`src/rtl/swmt_ram.sv`:
```
//------------------------------------------------------------------------------
// swmt_ram
// Generic single-port-write, single-read RAM with registered read data.
//------------------------------------------------------------------------------
`default_nettype none

module swmt_ram #(
  parameter int Width = 8,
  parameter int Depth = 16,
  localparam int AddrBits = (Depth > 1) ? $clog2(Depth) : 1
) (
  input  wire logic                clk,
  input  wire logic                we,
  input  wire logic [AddrBits-1:0] waddr,
  input  wire logic [Width-1:0]    wdata,
  input  wire logic [AddrBits-1:0] raddr,
  output logic      [Width-1:0]    rdata
);

  logic [Width-1:0] mem [Depth];

  // Write port and registered read port.
  always_ff @(posedge clk) begin
    if (we) mem[waddr] <= wdata;
    rdata <= mem[raddr];
  end

endmodule

`default_nettype wire

```
`config.mk`:
```
export PLATFORM = sky130hd
export DESIGN_NAME = swmt_ram
export DESIGN_NICKNAME = d
export VERILOG_FILES = /design/src/rtl/swmt_ram.sv
export SDC_FILE = /design/constraint.sdc
export NUM_CORES = 1
export LEC_CHECK = 0
export BUFFER_PORTS_ARGS = -buffer_cell sky130_fd_sc_hd__buf_2
export CAP_MARGIN = 20
export CORE_MARGIN = 10
export CORE_UTILIZATION = 50
export DETAILED_ROUTE_END_ITERATION = 8
export PLACE_DENSITY = 0.67
export RECOVER_POWER = 25
export SYNTH_ARGS = -nofsm -noshare
export SYNTH_HDL_FRONTEND = slang
export SYNTH_SLANG_ARGS = --single-unit
```
`constraint.sdc`:
```
create_clock -name clk -period 3.2 [get_ports clk]
set_clock_uncertainty 0.15 [all_clocks]
set_input_delay 0.64 -clock clk [delete_from_list [all_inputs] [get_ports clk]]
set_output_delay 0.64 -clock clk [all_outputs]
set_load 0.005 [all_outputs]
```
==> flow_summary.ini <==
[synth]
ys_warn_count = 0
synth_flop_cell = edfxtp_1
synth_top_area_share_pct = 74.7
async_flop_share_pct = 0
ys_seq_elements = 136
netlist_top_cells_count = edfxtp_1, mux4_2, a22oi_1
yosys.area.top_type = edfxtp_1
synth.yosys.seq_area_share_pct = 77.8
synth_fp_nets = 247
ys_types = 19
synth_cells = 229
synth_most_common_cell = edfxtp_1
yosys-top-cells-area = edfxtp_1, mux4_2, mux4_1
syn_avg_cell_area_sq_um = 22.5
syn_area_sq_um = 5150
synth-edff-count = 128

[run_status]
outcome = completed

[setup_path]
cp_max_fo = 8
timing.rr.start = mem[0][3]$_DFFE_PP_
critPathArrivalTime_ns = 1.92
r2r.worst_path.cells = 3
cp-start-kind = input pin
path_cells = buf_2 > or3b_2 > nor2_1
crit_type = input pin to flip-flop
critical-path-top-delay-family = simple AND/OR/NAND/NOR gates
path_buf_inv = 1
max_stage_delay_ns = 0.65
worstSetupPathDepth = 3
worstSetupEndpointType = flip-flop
cp-startpoint = waddr[2]
worst_path_max_delay_cell = nor2_1
cp_data_required_time_ns = 3.18

[clock_network]
cts.sinks = 136
cts_tree = yes
cts_made_buffers = 17
cts_resized = 0
cts_setup_buffers = 0
clockBufferDepth = 2
cts_root_buf = clkbuf_8
path_clk_slew_ns = 0.06
holdBufCountCts = 0
htree_levels = 4
worst_skew_pair.late_latency_ns = 0.51

[placement]
dp.final_hpwl_mm = 6.46
placement.io_buffers = 25
dp_cells = 395
routabilityCongestion = 0.801
placed_area_sq_um = 5500

[detailed_routing]
routed_wl_mm = 10.0
drt_iter0_markers = 176
route.detailed.wl_per_inst_microns = 23.5
dr.pass1.iters = 4
viasPerCell = 5.65
drc = 0
ant_nets = 0
route.vias.total = 2411

[final_layout]
fillers = 722
drive_gt1_share_pct = 29.6
fin_nets = 299
final_cells = 427
stdcell_area_sq_um = 6050
antenna_cells = 0
syn_to_final_growth_pct = 17.6

[timing]
final.setup.tns_ns = 0
min_period_ns = 1.94
finalMaxSlewViolations = 0
holdWs_ns = 0.381
timing.slew.headroom_pct = 44.5
finalSetupViolations = 0
hold_violations = 0
period_share_pct = 60.6
worst_pin_slew_ns = 0.829
grt_setup_unrepaired = false
clock.fmax_ghz = 0.516

[global_routing]
overflow = 0
antenna_found_initial = 0
grt_pass1_vias = 2668
grt_start_max_net_pins = 17
grt_util_all_layers_pct = 14.7
grt_pass1_wl_mm = 15.7

[power_and_ir_drop]
total_power_mw = 4.01
pwr_density_cell_nw_per_um2 = 662
ir_drop_uv = 345
p_leak_nw = 2.05

[flow_run]
drv_cap = 0

[floorplanning]
placeableCoreArea_sq_um = 9910
die-width_microns = 121
die_h_microns = 121
initial_core_util_pct = 51.9
rows = 36
die_area_sq_um = 14800
io_pins = 26

[hold_path]
min_path_type = input pin to flip-flop
hold_depth = 1
hp-start = wdata[1]
[metal layers]
layer	share of wire, %	track usage (%)
met1	45	19.9
met2	48	21.7
met3	5.6	4.23
met4	1.1	6.33
met5	0	0
[cell usage in the layout, fill, tap and decap left out, types with 6 or more instances in the layout]
cell type	count
edfxtp_1	128
buf_2	19
mux4_2	18
buf_4	17
a22oi_1	16
clkbuf_16	16
mux4_1	14
nor2_1	13
nand2_1	9
dfxtp_1	8
clkbuf_1	7
clkinv_2	6
[final timing paths]
check	endpoint	slack [ns]
hold reg to reg	rdata[4]$_DFF_P_	0.53
hold / removal	mem[4][1]$_DFFE_PP_	0.38
setup reg to reg	rdata[3]$_DFF_P_	1.63
setup / recovery	mem[1][1]$_DFFE_PP_	1.26
[logic make-up (layout without fill, tap and decap cells)]
kind of cell,count (synthesis),count (layout),synth area share [%]
AO/OA/AOI/OAI,16,16,2.33
multiplexers,32,32,15.0
buffers and inverters,10,75,1.68
flip-flops,136,136,77.8
AND/OR/NAND/NOR,35,35,3.18
[final cells by class]
type	instances	area [sq um]	share of cell area [%]
multi-input combinational	83	1060	17.5
sequential	136	4000	66.1
clock inverter	13	130	2.15
clock buffer	19	432	7.13
tap	133	166	2.75
timing repair buffer	43	265	4.38
[worst reg2reg max path: cells and delay by family, from the launching register on]
kind / cells / cell delay, ns
DFF: 1 / 0.37
and+or+nand+nor: 1 / 0.11
muxes: 1 / 0.52
AOI/OAI and AO/OA: 1 / 0.30
[where the power goes]
part | switching [mW] | total (mW) | internal, mW
Clock | 0.702 | 1.82 | 1.12
Sequential | 0.0126 | 2.01 | 1.99
Combinational | 0.104 | 0.181 | 0.0772
Total | 0.818 | 4.01 | 3.19
[per-stage QoR]
step | utilization (%) | setup WS [ns]
floorplan | - | 0.917
global placement | 55.5 | 0.792
detailed placement | 55.5 | 0.745
CTS | 61.2 | 1.28
global route | 61.1 | 1.23
finish | 61.1 | 1.26
[sequential cells by signal (all words and copies together), names as in the netlist]
register	cells
mem	128
rdata	8
Note: power is estimated with default switching activity, not from simulation.
